===== src/rtl/core/ialu_pkg.sv =====
// ----------------------------------------------------------------------------
// ialu_pkg
// Shared types and constants for the 32-bit integer ALU.
// ----------------------------------------------------------------------------
`default_nettype none
package ialu_pkg;

  localparam int unsigned DataWidth  = 32;
  localparam int unsigned ModeWidth  = 5;
  localparam int unsigned QueueDepth = 4;

  typedef enum logic [ModeWidth-1:0] {
    OP_ADD = 5'd0, OP_SUB = 5'd1, OP_MUL = 5'd2, OP_DIV = 5'd3, OP_MOD = 5'd4,
    OP_EQ  = 5'd5, OP_NE  = 5'd6, OP_GT  = 5'd7, OP_GE  = 5'd8, OP_LT  = 5'd9,
    OP_LE  = 5'd10, OP_LAND = 5'd11, OP_LOR = 5'd12, OP_AND = 5'd13,
    OP_OR  = 5'd14, OP_XOR = 5'd15, OP_SHL = 5'd16, OP_SHR = 5'd17
  } op_t;

  typedef struct packed {
    logic [ModeWidth-1:0]        mode;
    logic signed [DataWidth-1:0] lhs;
    logic signed [DataWidth-1:0] rhs;
  } in_item_t;

  typedef struct packed {
    logic signed [DataWidth-1:0] value;
    logic                        error;
  } out_item_t;

  // Item classified by the front end.
  typedef enum logic [1:0] {
    CLS_SIMPLE = 2'd0,
    CLS_MUL    = 2'd1,
    CLS_DIV    = 2'd2
  } cls_t;

  typedef struct packed {
    cls_t                   cls;
    logic                   want_rem;
    logic                   fixed;     // result already settled by front end
    logic [DataWidth-1:0]   a;
    logic [DataWidth-1:0]   b;
    out_item_t              res;       // settled result when fixed
  } work_t;

endpackage
`default_nettype wire


===== src/rtl/core/ialu_queue.sv =====
// ----------------------------------------------------------------------------
// ialu_queue
// Small FIFO between the front end and the execution back end.
// ----------------------------------------------------------------------------
`default_nettype none
module ialu_queue
  import ialu_pkg::*;
#(
  parameter int unsigned Depth = QueueDepth
) (
  input  var logic  clk,
  input  var logic  rst,
  input  var logic  push,
  input  var work_t push_data,
  output var logic  full,
  input  var logic  pop,
  output var work_t pop_data,
  output var logic  empty
);

  localparam int unsigned AW = (Depth > 1) ? $clog2(Depth) : 1;

  work_t         mem [Depth];
  logic [AW-1:0] wptr, rptr;
  logic [AW:0]   count;

  assign full     = (count == (AW+1)'(Depth));
  assign empty    = (count == '0);
  assign pop_data = mem[rptr];

  always_ff @(posedge clk) begin
    if (push) begin
      mem[wptr] <= push_data;
    end
  end

  always_ff @(posedge clk) begin
    if (rst) begin
      wptr  <= '0;
      rptr  <= '0;
      count <= '0;
    end else begin
      if (push) begin
        wptr <= (wptr == AW'(Depth - 1)) ? '0 : wptr + 1'b1;
      end
      if (pop) begin
        rptr <= (rptr == AW'(Depth - 1)) ? '0 : rptr + 1'b1;
      end
      count <= count + (AW+1)'(push) - (AW+1)'(pop);
    end
  end

endmodule
`default_nettype wire


===== config.mk =====
export PLATFORM = sky130hd
export DESIGN_NAME = ialu_queue
export DESIGN_NICKNAME = d
export VERILOG_FILES = /design/src/rtl/core/ialu_pkg.sv /design/src/rtl/core/ialu_queue.sv
export SDC_FILE = /design/constraint.sdc
export NUM_CORES = 1
export LEC_CHECK = 0
export ABC_CLOCK_PERIOD_IN_PS = 4600
export BUFFER_PORTS_ARGS = -buffer_cell sky130_fd_sc_hd__buf_2
export CORE_MARGIN = 1
export CORE_UTILIZATION = 46
export DETAILED_ROUTE_END_ITERATION = 8
export PLACE_DENSITY = 0.66
export SYNTH_ARGS = -nofsm -noshare
export SYNTH_HDL_FRONTEND = slang
export SYNTH_SLANG_ARGS = --single-unit
export TNS_END_PERCENT = 5

===== constraint.sdc =====
create_clock -name clk -period 4.6 [get_ports clk]
set_input_delay 0.69 -clock clk [delete_from_list [all_inputs] [get_ports clk]]
set_output_delay 0.69 -clock clk [all_outputs]
set_load 0.02 [all_outputs]

==> results of run 1 <==
## per-stage QoR
stage	utilization	hold slack (ns)	setup slack, ns
floorplan	-	0.4685	1.108
global placement	0.5198	0.4912	2.016
detailed placement	0.5198	0.5087	1.990
CTS	0.5649	0.3613	1.440
global route	0.5650	0.3610	1.357
finish	0.5651	0.3886	1.532
## routing by layer
layer	part of all wire	up-vias	routed length (um)
li1	-	2942	-
met1	0.40	3441	10800
met2	0.49	225	13130
met3	0.085	46	2280
met4	0.018	4	477
met5	0.00086	-	23
## state kept, by name, summed over array words and instances (netlist names), named ones only
register / cells
count: 3
wptr: 2
rptr: 2
mem: 404
## cell families (layout without fill, tap and decap cells)
logic type      Yosys count  after routing  synth area share
xor+xnor                  1              1          0.001581
buf+inv                  28            299           0.01282
simple gates             15             15          0.005993
other cells               0              3                 0
compound gates            2              2         0.0006660
fa+ha+maj                 8              8          0.007159
mux                     103            103            0.1527
flops                   413            413            0.8191
## worst min path at each step
| stage | from | endpoint | cells past startpoint |
|---|---|---|---|
| 2_1_floorplan | rptr[0]$_SDFFE_PP0P_ | flip-flop | 2 |
| 3_3_place_gp | rptr[0]$_SDFFE_PP0P_ | flip-flop | 2 |
| 3_5_place_dp | rptr[0]$_SDFFE_PP0P_ | flip-flop | 2 |
| 4_1_cts | push_data[56] | mem[2][56]$_DFFE_PP_ | 1 |
| 5_1_grt | push_data[31] | mem[2][31]$_DFFE_PP_ | 1 |
| 6_report | push_data[59] | mem[3][59]$_DFFE_PP_ | 1 |
## power by group through the flow
stage,registers [uW],logic (uW),clock network (uW)
2_1_floorplan,4410,508,0
3_3_place_gp,4410,765,0
3_5_place_dp,4420,787,0
4_1_cts,4340,790,3520
5_1_grt,4350,835,3670
6_report,4340,772,3450
## cell usage after synthesis
| cell type | instances | area share |
|---|---|---|
| dfxtp_1 | 9 | 0.012 |
| inv_1 | 6 | 0.0015 |
| mux2i_1 | 2 | 0.0013 |
| buf_2 | 10 | 0.0033 |
| and3_1 | 1 | 0.00042 |
| clkbuf_1 | 2 | 0.00050 |
| nor2b_1 | 2 | 0.00083 |
| edfxtp_1 | 404 | 0.81 |
| or3b_2 | 2 | 0.0012 |
| nor2_1 | 3 | 0.00075 |
| and2_1 | 4 | 0.0017 |
| xor3_1 | 1 | 0.0016 |
| buf_6 | 10 | 0.0075 |
| fa_1 | 1 | 0.0013 |
| a21oi_1 | 2 | 0.00067 |
| mux4_2 | 101 | 0.15 |
| ha_1 | 7 | 0.0058 |
| nand2b_1 | 2 | 0.00083 |
| nor3_1 | 1 | 0.00033 |
## final cells by class
type                       count  area [sq um]
antenna                        3         7.507
clock buffer                  57          1191
clock inverter                19         246.5
fill                        2339         13860
inverter                       6         22.52
multi-input combinational    129          2536
sequential                   413         12320
tap                          435         544.3
timing repair buffer         217          1149
## critical path: cells and delay by family, from the launching register on
kind | cells | cell delay, ns
buffers and inverters | 2 | 0.77
multiplexers | 1 | 0.60
flip-flops | 1 | 0.45
## placed cells by master (no fill, tap or decap)
cell,n
edfxtp_1,404
buf_2,207
mux4_2,101
clkbuf_16,45
clkbuf_1,10
ha_1,7
clkinv_2,7
dfxtp_1,7
buf_4,7
inv_1,6
bufinv_16,6
and2_4,4
clkinv_1,4
diode_2,3
nor2_1,3
buf_12,3
nor2b_1,2
or3b_2,2
nand2b_1,2
a21oi_1,2
mux2i_1,2
dfxtp_4,2
clkbuf_8,2
nor3_1,1
and3_1,1
xor3_1,1
fa_1,1
clkinvlp_4,1
clkinv_4,1
==> flow_summary_export.csv, run 1 <==
group,metric,value,unit
timing,finalMaxSlewViolations,0,
route,drt_pass1_iterations,4,
synth,ys_ff_latch,413,
final_layout,final_nets,922,
power,clkPwrFrac,0.403,
final_layout,layout-drive-gt1-share,0.4614,
die,die_y,182.8,um
die,rows,65,
route,routed_via_density,5.206,
grt,grtUsageTotal,0.1642,
final_layout,final_area,18020,sq um
grt,groute.layer.met3.usage,0.05639,
grt,grt_pass1_wl,41400,um
synth,yosysWarnings,0,
clock_tree,cts_buffer_depth,3,
placed_design,place_inst,1200,
power,ir_drop,0.5136,mV
setup_path,endpoint_kind,"output pin",
timing,max-slew-margin-rel,0.2248,
clock_tree,clk_latency,0.51,ns
synth,mappedNetlistArea,15030,sq um
timing,rsz0062_at_grt,"false",
timing,max_slew.worst_pin.slew,1.163,ns
setup_path,critPathRequiredTime,3.91,ns
grt,grtUsageMet2,0.2695,
route,postRouteAntennaNets,0,
clock_tree,hold_buffers,0,
setup_path,critPathMaxStageDelay,0.60,ns
setup_path,reg2reg_to,"mem[0][11]$_DFFE_PP_",
setup_path,reg2reg_setup_slack,2.36,ns
placed_design,place_area,16570,sq um
power,p_sw,1794,uW
hold_path,hp-class,"in2reg",
power,power.leakage,0.006072,uW
setup_path,r2r_cells,4,
placed_design,gp_congestion,0.7584,
job,maxCapViolations,0,
clock_tree,cts_htree_levels,2,
placed_design,io_buffers,207,
synth,syn_area_per_cell,26.37,sq um
timing,fin_skew,0.01129,ns
power,switching_share,0.2097,
die,coreArea,31880,sq um
status,status,"finished clean",
clock_tree,post-cts-setup-buffers,0,
synth,syn-num-nets,683,
route,drt_iter0_drc,500,
route,drt-wirelength-per-cell,20.88,um
die,start_util,0.4715,
setup_path,worstSetupPathType,"reg2out",
power,p_int,6763,uW
grt,grt_max_degree,102,
clock_tree,clk_pin_slew,0.06,ns
clock_tree,clock-sinks,413,
synth,ys_seq_area_frac,0.8191,
setup_path,start_kind,"flip-flop",
timing,finalSetupViolCount,0,
synth,synth_cells,570,
timing,max_freq,0.3260,GHz
grt,grt_pass1_vias,7406,
clock_tree,post_cts_resized,0,
timing,period_share,0.6669,
setup_path,cp_cell_sequence,"buf_4, mux4_2, buf_2",
grt,gr-total-overflow,0,
final_layout,stdcell_count,1279,
route,wirelength,26710,um
grt,antenna_found_initial,4,
power,power,8557,uW
route,drc,0,
power,power-per-cell-area,475.0,nW/um^2
setup_path,reg2reg_from,"wptr[0]$_SDFFE_PP0P_",
clock_tree,cts_tree,"yes",
setup_path,cp_max_fo,35,
placed_design,hpwl,16250,um
setup_path,crit_arrival,2.38,ns
grt,use_met1,0.2106,
timing,finalSetupTns,0,ns
power,p_seq_frac,0.507,
grt,top_usage_layer,"met2",
setup_path,crit_path_end,"pop_data[83]",
timing,fin_crit,3.068,ns
die,dieArea,33400,sq um
clock_tree,cts-root-buf,"clkbuf_16",
die,die_x,182.8,um
timing,hold_viol,0,
final_layout,syn2layout_area_growth,19.86,%
route,vias,6658,
die,num_io_pins,208,
power,p_comb_frac,0.090,
setup_path,slowest_stage,"mux4_2",
clock_tree,numCtsBuffers,42,
synth,synth_cell_type_count,19,
(Power assumes the default switching activity.)
==> run 2, diff against run 1 <==
--- a/config.mk
+++ b/config.mk
@@ -5,12 +5,13 @@
 export SDC_FILE = /design/constraint.sdc
 export NUM_CORES = 1
 export LEC_CHECK = 0
-export ABC_CLOCK_PERIOD_IN_PS = 4600
+export ABC_AREA = 1
+export ABC_CLOCK_PERIOD_IN_PS = 2760
 export BUFFER_PORTS_ARGS = -buffer_cell sky130_fd_sc_hd__buf_2
 export CORE_MARGIN = 1
 export CORE_UTILIZATION = 46
 export DETAILED_ROUTE_END_ITERATION = 8
-export PLACE_DENSITY = 0.66
+export PLACE_DENSITY = 0.68
 export SYNTH_ARGS = -nofsm -noshare
 export SYNTH_HDL_FRONTEND = slang
 export SYNTH_SLANG_ARGS = --single-unit
==> constraint.sdc (replaced) <==
create_clock -name clk -period 2.76 [get_ports clk]
set_input_delay 0.414 -clock clk [delete_from_list [all_inputs] [get_ports clk]]
set_output_delay 0.414 -clock clk [all_outputs]
set_load 0.02 [all_outputs]
==> run 2 against run 1 <==
Net effect:
- global-route usage rose by 0.69 points
- worst setup slack got worse by 1.2 ns
- clock-buffer cell count shrank 4
- die area grew 8.7%
- sequential share of layout area fell by 4.2 points
- non-clock buffer count is 14 higher
- cell count increased by 51%
- total power increased by 68%
- sequential cell count stayed put
- sequential power grew 68%
- largest power group unchanged
==> flow_summary_export.csv, run 2 <==
group,metric,value,unit
synth,syn-num-nets,1350,
synth,async_flop_share,0,
grt,grtUsageTotal,0.1711,
power,clkPwrFrac,0.380,
timing,fin_crit,2.431,ns
clock_tree,hold_buffers,0,
synth,yosysTopAreaCell,"edfxtp_1",
final_layout,fin_util,0.5513,
clock_tree,cts_htree_levels,2,
power,switching_share,0.2368,
final_layout,stdcell_count,1933,
synth,synthTopCellsByCount,"edfxtp_1 (404), inv_1 (217), nand2_1 (211), a21oi_1 (104), o211ai_1 (101)",
synth,ys_ff_latch,413,
job,maxCapViolations,0,
setup_path,worstSetupPathType,"reg2out",
grt,grt_pass1_wl,48440,um
hold_path,hold_start,"push_data[88]",
placed_design,place_inst,1854,
power,p_sw,3396,uW
power,power.leakage,0.007487,uW
setup_path,start_kind,"flip-flop",
clock_tree,clock-sinks,413,
final_layout,mostFrequentLayoutCells,"edfxtp_1 (404), inv_1 (213), nand2_1 (211)",
timing,max_slew.worst_pin.slew,0.5424,ns
final_layout,layout-drive-gt1-share,0.1977,
status,status,"finished clean",
power,p_int,10940,uW
final_layout,final_nets,1558,
power,p_comb_frac,0.112,
timing,finalMaxSlewViolations,0,
final_layout,top_register,"mem",
die,die_x,190.5,um
route,postRouteAntennaNets,0,
die,rows,68,
synth,syn_area_per_cell,13.22,sq um
clock_tree,clk_latency,0.52,ns
setup_path,critPathRequiredTime,2.35,ns
timing,rsz0062_at_grt,"false",
clock_tree,cts_buffer_depth,3,
setup_path,reg2reg_from,"wptr[0]$_SDFFE_PP0P_",
die,dieArea,36310,sq um
clock_tree,cts_tree,"yes",
hold_path,hp-class,"in2reg",
route,wirelength,31020,um
power,ir_drop,0.6163,mV
synth,yosysWarnings,0,
route,drc,0,
grt,antenna_found_initial,5,
placed_design,gp_congestion,0.7209,
timing,period_share,0.8809,
synth,mappedNetlistArea,16350,sq um
setup_path,cp_max_fo,35,
placed_design,place_ws,0.7359,ns
synth,synth_ff_type,"edfxtp_1",
die,coreArea,34800,sq um
final_layout,mostFrequentLayoutCell,"edfxtp_1",
clock_tree,numCtsBuffers,43,
route,routed_via_density,4.974,
die,start_util,0.4699,
grt,gr-total-overflow,0,
clock_tree,clk_pin_slew,0.06,ns
synth,ys_seq_area_frac,0.7529,
final_layout,syn2layout_area_growth,17.33,%
synth,ys_top_cells_by_area,"edfxtp_1 (74%), inv_1 (5.0%), nand2_1 (4.8%)",
grt,grt_pass1_vias,9203,
route,vias,9614,
die,num_io_pins,208,
timing,max-slew-margin-rel,0.6384,
final_layout,largest_reg_flops,404,
timing,setup_ws,0.3287,ns
route,drt_pass1_iterations,4,
route,drt_iter0_drc,543,
die,die_y,190.5,um
placed_design,io_buffers,207,
clock_tree,post_cts_resized,0,
power,p_seq_frac,0.508,
placed_design,hpwl,18100,um
setup_path,crit_arrival,2.02,ns
clock_tree,cts-root-buf,"clkbuf_16",
clock_tree,post-cts-setup-buffers,0,
synth,synth_most_common_cell,"edfxtp_1",
setup_path,endpoint_kind,"output pin",
timing,fin_skew,0.01435,ns
route,drt-wirelength-per-cell,16.05,um
synth,synth-edff-count,404,
synth,synth_top_cell_area_share,0.7419,
final_layout,fillerInstances,2835,
synth,synth_cell_type_count,19,
synth,synth_cells,1237,
timing,finalSetupViolCount,0,
timing,max_freq,0.4113,GHz
timing,hold_viol,0,
grt,grt_max_degree,107,
final_layout,reg_top3,"mem x404, count x3",
power,power-per-cell-area,747.4,nW/um^2
-- run 2: worst paths after layout --
path | slack (ns) | end | depth (start not counted)
setup / recovery | 0.33 | pop_data[96] | 5
hold / removal | 0.1 | mem[1][88]$_DFFE_PP_ | 1
setup reg to reg | 1.04 | mem[2][44]$_DFFE_PP_ | 5
hold reg to reg | 0.50 | flip-flop | 2
-- run 2: cell families (layout without fill, tap and decap cells) --
| kind of cell | after synthesis | after routing | synth area share |
|---|---|---|---|
| flip-flops | 413 | 413 | 0.7529 |
| XOR/XNOR | 1 | 1 | 0.0005357 |
| AO/OA/AOI/OAI | 307 | 307 | 0.1094 |
| buffers and inverters | 285 | 525 | 0.07912 |
| AND/OR/NAND/NOR | 223 | 223 | 0.05142 |
| adder cells (fa/ha/maj) | 8 | 8 | 0.006580 |
| other | 0 | 1 | 0 |
-- run 2: area by class of cell --
cell class,instances,area (sq um),share of cell area
antenna,1,2.502,0.0001304
inverter,217,825.8,0.04304
clock buffer,53,1156,0.06026
tap,455,569.3,0.02967
timing repair buffer,231,1386,0.07226
sequential,413,12320,0.6421
multi-input combinational,539,2746,0.1431
clock inverter,24,180.2,0.009391
-- run 2: critical path: stages (launching register included) --
cell and delay, ns:
dfxtp_4 0.58, buf_4 0.39, a21oi_1 0.12, o21ai_0 0.09
nand2_1 0.11, buf_2 0.18
-- run 2: metrics by stage --
stage | total power (uW) | instance area, sq um | TNS (ns) | hold slack (ns)
4_1_cts | 14500 | 19160 | 0 | 0.07006
2_1_floorplan | 8465 | 16360 | -80.00 | 0.4676
5_1_grt | 14930 | 19190 | 0 | 0.07019
6_report | 14340 | 19190 | 0 | 0.09794
3_5_place_dp | 9045 | 17820 | 0 | 0.4985
3_3_place_gp | 9006 | 17820 | 0 | 0.4869
-- run 2: power by group through the flow --
stage | sequential, uW | combinational (uW) | clock (uW)
floorplan | 7420 | 1050 | 0
global placement | 7410 | 1590 | 0
detailed placement | 7420 | 1620 | 0
CTS | 7290 | 1630 | 5580
global route | 7310 | 1790 | 5830
finish | 7290 | 1610 | 5450
-- run 2: metal layers --
layer | part of all wire | GRT usage
met1 | 0.44 | 0.2199
met2 | 0.48 | 0.2825
met3 | 0.067 | 0.04895
met4 | 0.017 | 0.04800
met5 | 0.0015 | 0
